===== config.mk =====
export PLATFORM = sky130hd
export DESIGN_NAME = pfla_front
export DESIGN_NICKNAME = d
export VERILOG_FILES = /design/src/rtl/pfla_pkg.sv /design/src/rtl/pfla_front.sv
export SDC_FILE = /design/constraint.sdc
export NUM_CORES = 1
export LEC_CHECK = 0
export BUFFER_PORTS_ARGS = -buffer_cell sky130_fd_sc_hd__clkbuf_2
export CORE_MARGIN = 10
export CORE_UTILIZATION = 45
export DETAILED_ROUTE_END_ITERATION = 8
export MAX_ROUTING_LAYER = met4
export PLACE_DENSITY_LB_ADDON = 0.2
export REMOVE_ABC_BUFFERS = 1
export SYNTH_ARGS = -nofsm -noshare
export SYNTH_HDL_FRONTEND = slang
export SYNTH_SLANG_ARGS = --single-unit

===== constraint.sdc =====
create_clock -name i_clk -period 6.1 [get_ports i_clk]
set_input_delay 1.22 -clock i_clk [delete_from_list [all_inputs] [get_ports i_clk]]
set_output_delay 1.22 -clock i_clk [all_outputs]
set_load 0.01 [all_outputs]

===== src/rtl/pfla_pkg.sv =====
// ----------------------------------------------------------------------------
// pfla_pkg
// Types, codes and constants of the page free list allocator.
// ----------------------------------------------------------------------------
package pfla_pkg;

    localparam int PAGE_INDEX_BITS_DEF = 16;
    localparam int PAGE_W              = 16;
    localparam int COUNT_W             = 16;
    localparam int FREE_W              = 17;

    localparam logic [FREE_W-1:0] FREE_MAX = 17'h10000;

    typedef enum logic [1:0] {
        REQ_ADD   = 2'd0,
        REQ_ALLOC = 2'd1,
        REQ_FREE  = 2'd2
    } t_req;

    typedef enum logic [1:0] {
        OP_NOP,
        OP_ADD,
        OP_ALLOC,
        OP_FREE
    } t_op;

    typedef enum logic [1:0] {
        ST_IDLE,
        ST_ADD,
        ST_ADD_END,
        ST_ALLOC
    } t_state;

    typedef struct packed {
        logic [1:0]         req_type;
        logic [PAGE_W-1:0]  page_number;
        logic [COUNT_W-1:0] region_pages;
        logic               region_free;
    } t_in;

    typedef struct packed {
        logic [PAGE_W-1:0] alloc_page;
        logic              list_empty;
        logic [FREE_W-1:0] pages_free;
    } t_out;

    typedef struct packed {
        t_op                op;
        logic [PAGE_W-1:0]  page;
        logic [COUNT_W-1:0] count;
    } t_cmd;

    typedef struct packed {
        logic valid;
        t_cmd cmd;
    } t_cmd_q;

    function automatic int addr_bits(input int index_bits);
        return (index_bits < PAGE_W) ? index_bits : PAGE_W;
    endfunction

    function automatic logic [FREE_W-1:0] page_limit(input int index_bits);
        logic [63:0] lim;
        lim = (64'd1 << addr_bits(index_bits)) - 64'd1;
        return lim[FREE_W-1:0];
    endfunction

endpackage


===== src/rtl/pfla_front.sv =====
// ----------------------------------------------------------------------------
// pfla_front
// Accept requests, classify them into commands and queue them for the back end.
// ----------------------------------------------------------------------------
module pfla_front #(
    parameter int PAGE_INDEX_BITS = pfla_pkg::PAGE_INDEX_BITS_DEF
) (
    input  logic             i_clk,
    input  logic             i_rst_n,
    input  logic             i_in_valid,
    output logic             o_in_stall,
    input  pfla_pkg::t_in    i_in_data,
    output pfla_pkg::t_cmd_q o_cmd,
    input  logic             i_pop
);

    localparam logic [pfla_pkg::FREE_W-1:0] LIMIT = pfla_pkg::page_limit(PAGE_INDEX_BITS);

    pfla_pkg::t_cmd r_slot [2];
    logic           r_wr_ptr;
    logic           r_rd_ptr;
    logic [1:0]     r_count;

    pfla_pkg::t_cmd              cls;
    logic [pfla_pkg::PAGE_W-1:0] add_start;
    logic [pfla_pkg::COUNT_W-1:0] add_cnt;
    logic                        push;
    logic                        pop;

    always_comb begin
        add_start = (i_in_data.page_number == '0) ? 16'd1 : i_in_data.page_number;
        add_cnt   = (i_in_data.page_number == '0) ? (i_in_data.region_pages - 16'd1)
                                                  : i_in_data.region_pages;
        cls.op    = pfla_pkg::OP_NOP;
        cls.page  = add_start;
        cls.count = add_cnt;
        unique case (pfla_pkg::t_req'(i_in_data.req_type))
            pfla_pkg::REQ_ADD: begin
                if (i_in_data.region_free && (i_in_data.region_pages != '0) &&
                    (add_cnt != '0) && ({1'b0, add_start} <= LIMIT)) begin
                    cls.op = pfla_pkg::OP_ADD;
                end
            end
            pfla_pkg::REQ_ALLOC: begin
                cls.op = pfla_pkg::OP_ALLOC;
            end
            pfla_pkg::REQ_FREE: begin
                cls.page = i_in_data.page_number;
                if ((i_in_data.page_number != '0) &&
                    ({1'b0, i_in_data.page_number} <= LIMIT)) begin
                    cls.op = pfla_pkg::OP_FREE;
                end
            end
            default: begin
                cls.op = pfla_pkg::OP_NOP;
            end
        endcase
    end

    assign o_in_stall = (r_count == 2'd2);
    assign push       = i_in_valid && !o_in_stall;
    assign pop        = i_pop && (r_count != 2'd0);

    assign o_cmd.valid = (r_count != 2'd0);
    assign o_cmd.cmd   = r_slot[r_rd_ptr];

    always_ff @(posedge i_clk) begin
        if (push) begin
            r_slot[r_wr_ptr] <= cls;
        end
    end

    always_ff @(posedge i_clk) begin
        if (!i_rst_n) begin
            r_wr_ptr <= 1'b0;
            r_rd_ptr <= 1'b0;
            r_count  <= 2'd0;
        end else begin
            if (push) begin
                r_wr_ptr <= ~r_wr_ptr;
            end
            if (pop) begin
                r_rd_ptr <= ~r_rd_ptr;
            end
            unique case ({push, pop})
                2'b10:   r_count <= r_count + 2'd1;
                2'b01:   r_count <= r_count - 2'd1;
                default: r_count <= r_count;
            endcase
        end
    end

endmodule


# --- After elaboration in Yosys (flattened, before gate mapping) ---
# Memory sizes are Yosys's and may differ from the RTL's. A register that Yosys moved wholly into a read port is not among the register bits.
# Cells that the tools add are included.
classes:
  eq_ne: 5
  reduce_logical: 12
  mux: 11
  add_sub_neg: 3
  bitwise: 2
ops:
  columns: ["op", "count"]
  rows:
  - ["$mux W16", 3]
  - ["$reduce_bool A16 Y1", 3]
  - ["$logic_not A16 Y1", 1]
  - ["$sub A16 B1 Y16 const B", 1]
  - ["$eq A2 B2 Y1 const B", 3]
  - ["$pmux W2 S3", 1]
  - ["$mux W1", 5]
  - ["$eq A2 B1 Y1 const B", 2]
  - ["$logic_and A1 B1 Y1", 4]
  - ["$pmux W2 S2", 1]
  - ["$reduce_bool A2 Y1", 2]
  - ["$add A2 B1 Y2 const B", 1]
  - ["$logic_not A2 Y1", 1]
  - ["$mux W2", 1]
  - ["$not A1 Y1", 2]
  - ["$sub A2 B1 Y2 const B", 1]
  - ["$logic_not A1 Y1", 1]
totals:
  output_inout_bits: 36
  mem_count: 1
  register_bits: 4
  mem_bits_rw: 68
mem_list:
  columns: ["name", "depth", "word_bits", "rd", "rd_clocked_by_memory_dff", "write_ports", "line_no", "text"]
  rows:
  - ["r_slot", 2, 34, 1, 1, 1, "pfla_front.sv:19", "pfla_pkg::t_cmd r_slot [2];"]

# --- Depth between registers and ports, before layout ---
# Gate-level depths: netlist of the first run.
logic_depth:
  ltp_word: 6
  depth_mapped: 8

# --- Worst setup path before layout of the first run ---
# No wires, ideal clock.
synth_path:
  kind: "input-to-reg"
  start: "input port i_in_valid"
  end: "memory r_slot[0][0] (netlist name) (enable)"
  arrival_ps: 2759
  n_path_buf: 0
  stages: 2
  required_time_ps: 5674
  setup_slack_ps: 2915
  path_cell_list: "nand2_1 > nor2_1"
synth_via:
  elab_chain_cells: 3
synth_lines:
  columns: ["item", "line_no", "text"]
  rows:
  - ["start: declaration", "pfla_front.sv:10", "input logic i_in_valid,"]
  - ["$logic_and A1 B1 Y1", "pfla_front.sv:61", "assign push = i_in_valid && !o_in_stall;"]
  - ["$mux W1", "pfla_front.sv:68", "if (push) begin"]
  - ["$mux W1 (not written as such)", "pfla_front.sv:69", "r_slot[r_wr_ptr] <= cls;"]
  - ["end: declaration", "pfla_front.sv:19", null]
# No other way between the ends.

==> results, run 1 <==
- After detailed routing, the number of vias per cell comes to 5.294.
- The repair_antennas step left the layout with diodes totalling 0.
- The pin count of the biggest net entering global routing is 36.
- The number of global-route vias before repair is 2224.
- The path with the worst hold slack has its endpoint at r_count[1].
- The clock tree skew after final layout is 0.006424 ns.
- The signal arrival time at the worst endpoint is 3.33 ns.
- The global routing met1 resource utilization is 15.13%.
- The remaining max-slew budget at the tightest pin is 32.10%.
- Measured in cells, the most critical reg-to-reg path has a length of 3.
- The final period demand of the worst path is 3.270 ns.
- In this run the deepest clock path goes through 2 buffers.
- In this run the horizontal extent of the chip is 106.5 um.
- The initial core utilization is 46.47%.
- The final count of hold timing violations is 0.
- The post-place setup slack is 2.501 ns.
- Routability-driven placement finished with a final weighted congestion of 0.8998.
- The floorplan core area is 0.007253 mm^2.
- The setup slack of the critical path after layout is 2.830 ns.
- Based on the critical path, the design can be clocked at up to 0.3058 GHz.
- The final layout contains 349 nets.
- The share of the cycle needed by the critical path after routing is 53.61%.
- The most frequently used flop master after synthesis is sky130_fd_sc_hd__edfxtp_1.
- The origin of the worst min-delay path is r_count[1].
- The number of antenna violations at the first check in global routing was 0.
- Setup repair after global routing left no endpoint under its margin.
- The number of setup violations in the final report is 0.
- The portion of the post-synthesis area used by sequential elements is 63.55%.
- At the pin with the least slew margin, the transition time is 1.016 ns.
- The busiest layer in global routing is met2.
- The leakage power is 0.001473 uW.
- The number of DRC violations after detailed routing is 0.
- The clock tree root driver cell is sky130_fd_sc_hd__clkbuf_8.
- The count of hold-fix buffers inserted at cts is 0.
- The worst register-to-register path begins at r_count[0].
- Power spread over the standard cell area amounts to 348.3 mW/mm^2.
- The total half-perimeter wirelength after legalization and detailed placement is 4917 um.
- The setup check on the worst reg-to-reg path leaves a slack of 4.25 ns.
- The number of instances in the synthesized netlist is 245.
- Across every metal layer, demand over resource in global routing totals 12.34%.
- The total iterations of the first detailed-routing run is 4.
- The number of I/O port buffers is 74.
- VDD sags by at most 0.0001944 V.
- The post-synthesis async set-or-reset flop share is 0%.
- The reg-to-reg endpoint is r_slot[0][5].
- The kind of capture point of the worst setup path is a register.
- The required arrival time at the worst endpoint is 6.16 ns.
- Yosys mapped a number of flops with a built-in enable equal to 68.
- The count of cells resized by post-cts repair is 0.
- The number of sinks driven by the clock tree is 73.
- The die area is 0.01135 mm^2.
- The count of nets left with antenna violations once routing finished came out at 0.
- The first routing iteration left 101 violations.
- The critical path in this run is classified as in -> reg.
- The cell depth of the worst min-delay path is 2.
- The post-CTS repair timing setup buffer count is 0.
- The fraction of final layout cells with drive strength greater than 1 is 42.49%.
- Synthesis inferred 73 register bits.
- The classification of the worst-slack hold path is reg -> reg.
- In this run, CTS created clock tree buffers numbering 9.
- The H-tree level count is 3.
- In this run the mean area of a mapped cell was 13.76 um^2.
- The clock tree from TritonCTS is yes.
- Of all nets on the critical path, the largest fanout is 12.
- Clock-pin slew was measured on the worst setup and hold paths at 0.07 ns.
- From bottom edge to top edge, the die measures 106.5 um.
- The max-capacitance violation count is 0.
- The max-slew violation count is 0.
- The run finished with clean final reports.
- The total of warnings raised by yosys is 0.
- The routed via count is 2181.
- The minimum hold slack is 0.5192 ns.
- 75 I/O pins were placed.
- The growth of design area from synthesis to finish is 16.82%.
- For met2 alone, demand over resource in global routing was 19.48%.
- After detailed routing, the average wire length per cell comes to 16.67 um.
- Global routing finished with a remaining overflow of 0.
- The total routed wirelength is 6866 um.
- After synthesis, the netlist uses 44 different library cells.
- The met3 capacity usage during global routing is 3.744%.
- The mapped cell area is 0.003371 mm^2.
- The first global-routing pass estimated 10840 um of wire.
- Summed over all failing endpoints, the final setup total negative slack is 0 ns.
- The clock insertion delay at the later pin of the skew report is 0.33 ns.
- The worst setup path is launched from an input port.
- Row generation in the floorplan step produced 31 rows.
## cell usage in the layout (no fill, tap or decap), types with 2 or more instances in the layout
cell type                  instances
sky130_fd_sc_hd__or4_4             2
sky130_fd_sc_hd__xor2_1            6
sky130_fd_sc_hd__or2_2             2
sky130_fd_sc_hd__a31oi_1           3
sky130_fd_sc_hd__or3_1             2
sky130_fd_sc_hd__inv_1             7
sky130_fd_sc_hd__nand4_1           4
sky130_fd_sc_hd__o21ai_0           5
sky130_fd_sc_hd__a21oi_1           3
sky130_fd_sc_hd__ha_1              2
sky130_fd_sc_hd__clkbuf_2         74
sky130_fd_sc_hd__nor4_1            8
sky130_fd_sc_hd__and2_1            3
sky130_fd_sc_hd__nand2_1          11
sky130_fd_sc_hd__dfxtp_1           5
sky130_fd_sc_hd__clkinv_2          2
sky130_fd_sc_hd__nor2b_1           2
sky130_fd_sc_hd__clkinv_1          3
sky130_fd_sc_hd__nor4_2            2
sky130_fd_sc_hd__mux2_2           34
sky130_fd_sc_hd__nor3_1            3
sky130_fd_sc_hd__nand3_1           4
sky130_fd_sc_hd__clkbuf_8          9
sky130_fd_sc_hd__buf_4             2
sky130_fd_sc_hd__nand2b_1          3
sky130_fd_sc_hd__xnor2_1          10
sky130_fd_sc_hd__and3_1            5
sky130_fd_sc_hd__edfxtp_1         68
sky130_fd_sc_hd__or4_1             2
sky130_fd_sc_hd__nor2_1           10
## registers in the layout, indices dropped and copies added (netlist names), named ones only
signal	flops
r_count	2
r_rd_ptr	1
r_slot	68
r_wr_ptr	1
## per-stage QoR
| step | std cells | instance area (um^2) | util (%) | power (uW) |
|---|---|---|---|---|
| after floorplan | 221 | 3259 | - | 919.7 |
| after global routing | 412 | 3938 | 54.29 | 1452 |
| final | 412 | 3938 | 54.29 | 1371 |
| after CTS | 412 | 3938 | 54.29 | 1395 |
| after global placement | 396 | 3776 | 52.06 | 1077 |
| after detailed placement | 396 | 3776 | 52.06 | 1082 |
## metal layers
metal  part of all wire, %  wire (um)
met1                    46       3189
met2                    47       3234
met3                   5.7        389
met4                  0.77         53
met5                     0          0
## cell type report
type	count	area (um^2)
Multi-Input combinational cell	141	1099
Inverter	7	26.28
Timing Repair Buffer	76	385.4
Tap cell	99	123.9
Clock inverter	7	37.54
Fill cell	636	3316
Clock buffer	9	123.9
Sequential cell	73	2142
## worst max-delay path, stage by stage
cell and delay [ns]:
sky130_fd_sc_hd__clkbuf_2 0.10, sky130_fd_sc_hd__nor4_1 0.40, sky130_fd_sc_hd__nand4_1 0.52, sky130_fd_sc_hd__o31ai_2 0.42, sky130_fd_sc_hd__o2111ai_1 0.15, sky130_fd_sc_hd__nor4_1 0.36, sky130_fd_sc_hd__a31oi_1 0.17
## cell families after synthesis
family / Yosys count / synth area share [%]
AO/OA/AOI/OAI: 22 / 4.529
XOR/XNOR: 16 / 4.157
adder cells (fa/ha/maj): 2 / 0.7423
buffers and inverters: 31 / 4.083
flip-flops: 73 / 63.55
multiplexers: 34 / 11.36
AND/OR/NAND/NOR: 67 / 11.58
## cell usage after synthesis, types with 2 or more instances
cell type	n	share of area [%]
sky130_fd_sc_hd__inv_1	7	0.78
sky130_fd_sc_hd__nor2b_1	2	0.37
sky130_fd_sc_hd__buf_4	2	0.45
sky130_fd_sc_hd__and2_1	3	0.56
sky130_fd_sc_hd__dfxtp_1	5	3.0
sky130_fd_sc_hd__nand3_1	4	0.59
sky130_fd_sc_hd__nand4_1	4	0.74
sky130_fd_sc_hd__clkbuf_1	17	1.9
sky130_fd_sc_hd__mux2_2	34	11
sky130_fd_sc_hd__nand2_1	11	1.2
sky130_fd_sc_hd__a31oi_1	3	0.56
sky130_fd_sc_hd__a21oi_1	3	0.45
sky130_fd_sc_hd__and3_1	5	0.93
sky130_fd_sc_hd__buf_1	2	0.22
sky130_fd_sc_hd__or4_4	2	0.67
sky130_fd_sc_hd__edfxtp_1	68	61
sky130_fd_sc_hd__nor3_1	3	0.45
sky130_fd_sc_hd__nor4_1	8	1.5
sky130_fd_sc_hd__o21ai_0	5	0.74
sky130_fd_sc_hd__nor2_1	11	1.2
sky130_fd_sc_hd__or2_2	2	0.37
sky130_fd_sc_hd__nor4_2	2	0.74
sky130_fd_sc_hd__nand2b_1	3	0.56
sky130_fd_sc_hd__ha_1	2	0.74
sky130_fd_sc_hd__xor2_1	6	1.6
sky130_fd_sc_hd__buf_2	2	0.30
sky130_fd_sc_hd__or4_1	2	0.45
sky130_fd_sc_hd__or3_1	2	0.37
sky130_fd_sc_hd__xnor2_1	10	2.6
## how the worst max path moves through the flow
stage / slack [ns] / to / startpoint / cells after the start
final: 2.83 / r_slot[0][32] / i_in_data[27] / 7
after global routing: 2.71 / r_slot[1][32] / i_in_data[30] / 7
after CTS: 2.87 / r_slot[1][32] / i_in_data[27] / 7
after detailed placement: 2.50 / r_slot[0][32] / i_in_data[27] / 7
after global placement: 2.65 / r_slot[0][32] / i_in_data[27] / 7
after floorplan: 2.91 / r_slot[0][0] / i_in_valid / 2
## where the power goes
part           total [uW]  internal, uW  leakage [uW]  switching (uW)
Combinational         402           187      0.000714             216
Clock                 312           142     0.0000815             169
Sequential            657           635      0.000678            22.3
Power figures use the tool's default switching activity.
==> run 2: changes to the inputs <==
Clock period 6.1 ns to 3.41 ns, I/O delays scaled along.
==> run 2 against run 1 <==
Compared with the run above:
- sequential power rose by 80%
- critical path depth stayed put
- combinational power grew 80%
- worst hold slack got worse by 0.0077 ns
- count of clock-buffer cells in the layout is the same
- cell count rose by 0.49%
- global-route usage up 0.55 points
- via count down 1.1%
- first-iteration DRC count down 9.9%
- clock skew barely moved
==> results, run 2 (synthesis gave the netlist of run 1 again) <==
- The flow ran to the end, and the final reports show no timing, DRC or antenna violations.
- The post-layout instance count excluding filler cells came to 414 (+0.49%).
- The floorplan core area is 0.007253 mm^2 (unchanged).
- The clock tree root driver cell is sky130_fd_sc_hd__clkbuf_8.
- The final count of hold timing violations is 0 (unchanged).
- The maximum fanout encountered on the critical timing path came to 14 (+2).
- The post-place setup slack is 0.5328 ns (-1.968 ns).
- The final period demand of the worst path is 2.543 ns.
- The leakage power came to 0.001482 uW (+0.62%).
- The clock tree from TritonCTS is yes.
- The total half-perimeter wirelength after legalization and detailed placement is 4986 um (+1.4%).
- The initial core utilization is 46.47% (unchanged).
- The global-route wire length before repair came to 11310 um (+4.3%).
- The register with the most flip-flops in the final layout is r_slot.
- In the layout the commonest cells are sky130_fd_sc_hd__clkbuf_2 (74), sky130_fd_sc_hd__edfxtp_1 (68), sky130_fd_sc_hd__mux2_2 (34).
- The clock tree skew after final layout is 0.005995 ns (-0.0004292 ns).
- The H-tree level count is 3 (unchanged).
- The number of I/O pins is 75 (unchanged).
- The max-capacitance violation count came to 0 (unchanged).
- The number of flip-flops in the largest register was 68 (unchanged).
- The signal arrival time at the worst endpoint is 2.61 ns (-0.72 ns).
- The overall overflow remaining after global route is 0 (unchanged).
- The number of instances in the placed design was 398 (+0.51%).
- The number of design-rule violations left by the first detailed-router iteration is 91 (-9.9%).
- The peak supply drop is 0.0002559 V (+32%).
- Dividing the final minimum period by the clock period gives 74.58%.
- The count of hold-fix buffers inserted at cts is 0 (unchanged).
- The number of DRC violations after detailed routing is 0 (unchanged).
- The clock slew seen by the registers of the worst setup and hold paths is 0.07 ns (about the same).
- The die area was 0.01135 mm^2 (unchanged).
- The required arrival time at the worst endpoint is 3.47 ns (-2.69 ns).
- The number of nets in the final layout is 351 (+0.57%).
- The routed via count came to 2158 (-1.1%).
- The number of sinks driven by the clock tree is 73 (unchanged).
- The total routed wirelength was 6901 um (+0.51%).
- The count of cells resized by post-cts repair is 0 (unchanged).
- Leaving out fill and tap cells, the most frequent cell in the layout is sky130_fd_sc_hd__clkbuf_2.
- The number of antenna violations at the first check in global routing was 0 (unchanged).
- The max-slew violation count is 0 (unchanged).
- The setup slack of the critical path after layout is 0.8669 ns (-1.963 ns).
- The routed length on met2 is 3267 um (+1.0%).
- The power per cell area came to 621.7 mW/mm^2 (+79%).
- The number of diodes was 0 (unchanged).
- The overall global routing resource usage came to 12.89% (+0.55 points).
- The critical path start-end classification is in -> reg.
- The fraction of final layout cells with drive strength greater than 1 is 42.86% (+0.37 points).
- The mean number of vias per cell came to 5.213 (-1.5%).
- The post-CTS repair timing setup buffer count came to 0 (unchanged).
- The floorplan die height is 106.5 um (unchanged).
- Timing would allow up to 0.3932 GHz.
- Routed signal wires occupy layers up through met4.
- The remaining max-slew budget at the tightest pin is 62.63% (+31 points).
- The placer's final routability congestion estimate is 0.9146 (+1.6%).
- The wire length per cell after detailed routing is 16.67 um (about the same).
- The kind of capture point of the worst setup path is a register.
- The number of global-route vias before repair was 2239 (+0.67%).
- Compared with the post-synthesis result, the final layout area differs by 17.26%.
- The number of buffers added by the clock tree synthesis step is 9 (unchanged).
- The clock insertion delay at the later pin of the skew report is 0.33 ns (about the same).
- The number of I/O port buffers is 74 (unchanged).
- The pin count of the biggest net entering global routing is 35 (-2.8%).
- The remaining antenna violation count after routing came to 0 (unchanged).
- The minimum hold slack is 0.5114 ns (-0.007742 ns).
- The measured slew at the worst slew-check pin was 0.5584 ns (-0.4577 ns).
- The largest registers in the layout are r_slot: 68 flops, r_count: 2 flops.
- The wire length on met3 is 492 um (+26%).
- The sum of routed wire segments on met1 is 3090 um (-3.1%).
- The number of setup violations in the final report is 0 (unchanged).
- The worst setup path is launched from an input port.
- The classification of the worst-slack hold path is reg -> reg.
- The count of standard-cell rows is 31 (unchanged).
- The total iterations of the first detailed-routing run is 4 (unchanged).
- The largest buffer count on any clock path came to 2 (unchanged).
- The width of the chip came to 106.5 um (unchanged).
- The total negative setup slack was 0 ns (unchanged).
- Setup repair after global routing left no endpoint under its margin.
- The number of fillers in the final layout came to 663 (+4.2%).
-- run 2: changes by cell type in the layout (fill, tap and decap cells not counted) --
cell	previous run	this run
sky130_fd_sc_hd__buf_4	2	4
-- run 2: layout make-up --
cell class | instances | area (um^2) | area share, %
inverter | 7 | 26.28 | 0.6648
tap | 99 | 123.9 | 3.134
clock buffer | 9 | 123.9 | 3.134
sequential | 73 | 2142 | 54.19
clock inverter | 7 | 37.54 | 0.9497
timing repair buffer | 78 | 400.4 | 10.13
multi-input combinational | 141 | 1099 | 27.79
-- run 2: worst max-delay path, stage by stage --
cell,delay (ns)
sky130_fd_sc_hd__clkbuf_2,0.09
sky130_fd_sc_hd__nor4_1,0.40
sky130_fd_sc_hd__and4_2,0.49
sky130_fd_sc_hd__nand2_1,0.18
sky130_fd_sc_hd__o311a_1,0.33
sky130_fd_sc_hd__nor4_1,0.27
sky130_fd_sc_hd__a31oi_1,0.15
-- run 2: path summary, 6_finish.rpt --
check,startpoint,to,slack (ns),cells after the start
worst max-delay path,i_in_data[30],r_slot[0][32],0.87,7
worst min-delay path,r_count[1],r_count[1],0.51,2
worst max register to register,r_count[0],r_slot[0][5],1.68,4
worst min register to register,r_count[1],r_count[1],0.51,2
-- run 2: power by group --
part	internal [uW]	switching [uW]
Combinational	338	385
Clock	255	303
Sequential	1130	42.1
Total	1730	730
-- run 2: per-stage QoR --
step	cell area [um^2]	power [uW]	util, %
floorplan	3259	1645	-
global placement	3791	1932	52.27
detailed placement	3791	1941	52.27
CTS	3953	2504	54.49
global route	3953	2609	54.49
finish	3953	2457	54.49
-- run 2: metal layers --
layer	up-vias	track usage, %
li1	1042	-
met1	1030	16.14
met2	80	19.92
met3	6	3.502
met4	0	4.062
met5	-	-
==> run 3: changes to the inputs <==
Clock period 3.41 ns to 2.15 ns, I/O delays scaled along.
==> run 3 against run 2 <==
Compared with the run above:
- worst hold slack worse by 0.23 ns
- via count up 6.3%
- die area unchanged
- clock skew down 0.0012 ns
- non-clock buffer count up 36
- core utilization up 5.6 points
- largest power group unchanged
==> results, run 3 (synthesis gave the netlist of run 1 again) <==
- The post-route cell area came to 0.004362 mm^2 (+10%).
- The remaining antenna violation count after routing is 0 (unchanged).
- The leakage power is 0.001711 uW (+15%).
- The fraction of final layout cells with drive strength greater than 1 is 50.71% (+7.9 points).
- The die area is 0.01135 mm^2 (unchanged).
- The largest registers in the layout are r_slot: 68 flops, r_count: 2 flops.
- The number of cell instances on the worst register-to-register path is 5 (+1).
- The initial core utilization is 46.47% (unchanged).
- The max-capacitance violation count is 0 (unchanged).
- The H-tree level count was 3 (unchanged).
- The final count of hold timing violations came to 0 (unchanged).
- The clock insertion delay at the later pin of the skew report is 0.34 ns (about the same).
- The measured slew at the worst slew-check pin is 0.3440 ns (-0.2144 ns).
- STA classifies the critical path startpoint as an input port.
- The global-route wire length before repair was 12030 um (+6.4%).
- The count of standard-cell rows is 31 (unchanged).
- The routed via count is 2295 (+6.3%).
- The number of diodes came to 0 (unchanged).
- Derived from the worst setup path, the maximum achievable clock frequency is 0.4972 GHz.
- TritonCTS built the clock tree.
- The number of global-route vias before repair is 2433 (+8.7%).
- The total negative setup slack came to 0 ns (unchanged).
- The largest buffer count on any clock path is 2 (unchanged).
- In the layout the commonest cells are sky130_fd_sc_hd__clkbuf_2 (73), sky130_fd_sc_hd__edfxtp_1 (68), sky130_fd_sc_hd__buf_4 (38).
- The number of buffers added by the clock tree synthesis step is 9 (unchanged).
- The wire length per cell after detailed routing is 16.47 um (-1.2%).
- The maximum fanout encountered on the critical timing path was 4 (-10).
- The required arrival time at the worst endpoint is 2.33 ns (-1.14 ns).
- In this run the worst hold path is classified as in -> reg.
- The number of flip-flops in the largest register is 68 (unchanged).
- The number of design-rule violations left by the first detailed-router iteration is 94 (+3.3%).
- The floorplan core area came to 0.007253 mm^2 (unchanged).
- The number of I/O pins is 75 (unchanged).
- The max-slew violation count was 0 (unchanged).
- The total half-perimeter wirelength after legalization and detailed placement came to 5370 um (+7.7%).
- The total routed wirelength is 7411 um (+7.4%).
- The number of antenna violations at the first check in global routing is 0 (unchanged).
- Setup repair after global routing left no endpoint under its margin.
- The worst path in the final design needs a cycle of 2.011 ns, including I/O delays and setup.
- The pin count of the biggest net entering global routing is 35 (unchanged).
- The library cell used most frequently in the layout, excluding fill and tap cells, is sky130_fd_sc_hd__clkbuf_2.
- The clock tree skew after final layout is 0.004777 ns (-0.001218 ns).
- The number of setup violations in the final report is 0 (unchanged).
- The growth of design area from synthesis to finish is 29.40%.
- The register ranked first by flip-flop count is r_slot.
- The peak supply drop came to 0.0005088 V (+99%).
- By startpoint and endpoint, the worst setup path is classified as in -> reg.
- The cell depth of the worst min-delay path is 1 (-1).
- The total iterations of the first detailed-routing run came to 4 (unchanged).
- The number of nets in the final layout is 387 (+10%).
- The count of hold-fix buffers inserted at cts is 0 (unchanged).
- The kind of capture point of the worst setup path is a register.
- The signal arrival time at the worst endpoint came to 2.19 ns (-0.42 ns).
- The flow ran to the end, and the final reports show no timing, DRC or antenna violations.
- The clock tree root driver cell is sky130_fd_sc_hd__clkbuf_8.
- The overall overflow remaining after global route is 0 (unchanged).
- The remaining max-slew budget at the tightest pin was 76.85% (+14 points).
- The clock slew seen by the registers of the worst setup and hold paths is 0.08 ns (about the same).
- The share of the cycle needed by the critical path after routing is 93.55%.
- The number of I/O port buffers is 74 (unchanged).
- The placer's final routability congestion estimate is 0.9188 (+0.46%).
- The width of the chip is 106.5 um (unchanged).
- The cell area after placement is 0.004071 mm^2 (+7.4%).
- The mean number of vias per cell is 5.100 (-2.2%).
- The number of sinks driven by the clock tree came to 73 (unchanged).
- The overall global routing resource usage is 13.77% (+0.88 points).
- The number of DRC violations after detailed routing is 0 (unchanged).
- The floorplan die height is 106.5 um (unchanged).
- The power per cell area is 1004 mW/mm^2 (+62%).
[run 3: cell types whose count changed in the layout (fill, tap and decap cells not counted), moves of 2 or more]
cell | before | now
sky130_fd_sc_hd__nor4_1 | 8 | 6
sky130_fd_sc_hd__clkinv_1 | 3 | 0
sky130_fd_sc_hd__buf_4 | 4 | 38
sky130_fd_sc_hd__buf_12 | 0 | 2
sky130_fd_sc_hd__bufinv_16 | 0 | 3
[run 3: worst max-delay path, cell delays in order]
cell and delay, ns:
sky130_fd_sc_hd__buf_6 0.10, sky130_fd_sc_hd__nor4_4 0.27, sky130_fd_sc_hd__buf_4 0.15, sky130_fd_sc_hd__nand4_1 0.09
sky130_fd_sc_hd__buf_4 0.18, sky130_fd_sc_hd__buf_4 0.13, sky130_fd_sc_hd__or4_4 0.48, sky130_fd_sc_hd__nand4_1 0.12
sky130_fd_sc_hd__nor4_2 0.04, sky130_fd_sc_hd__a31oi_1 0.20
[run 3: layout make-up]
class                           instances  area, um^2
Sequential cell                        73        2142
Timing Repair Buffer                  114       701.9
Multi-Input combinational cell        141        1126
Tap cell                               99       123.9
Clock buffer                            9       123.9
Fill cell                             606        2892
Clock inverter                          7       117.6
Inverter                                7       26.28
[run 3: what timing repair did]
item | CTS | global route
gates cloned | 0 | 0
buffers inserted | 0 | 2
endpoints found under the setup margin | 2 | 2
pin swaps | 0 | 2
gates resized for setup | 1 | 7
[run 3: final timing paths]
path / startpoint / end / slack, ns
max: i_in_data[30] / r_slot[0][32] / 0.14
min: i_in_data[30] / r_slot[1][29] / 0.28
max reg2reg: r_count[0] / r_count[1] / 0.44
min reg2reg: r_count[1] / r_count[1] / 0.51
[run 3: where the power goes]
part	switching, uW	total (uW)	leakage [uW]	internal, uW
combinational	634	1230	0.000910	598
clock	508	1280	0.000124	772
sequential	71.1	1870	0.000678	1800
[run 3: through the flow]
stage	worst slack [ns]	hold WS (ns)	utilization [%]	power (uW)	cells
finish	0.1386	0.2790	60.13	4381	450
global route	0.05392	0.2484	60.13	4621	450
CTS	0.05669	0.2767	59.55	4450	448
detailed placement	-0.3616	0.5068	56.13	3160	432
global placement	-0.2721	0.4897	56.13	3141	432
floorplan	-0.3344	0.4728	-	2609	221
[run 3: routing by layer]
layer / vias up / GRT usage, % / share of wire, %
met2: 77 / 21.73 / 47
met4: 0 / 4.352 / 1.1
met1: 1095 / 16.11 / 45
li1: 1115 / - / -
met5: - / - / 0
met3: 8 / 4.952 / 6.2
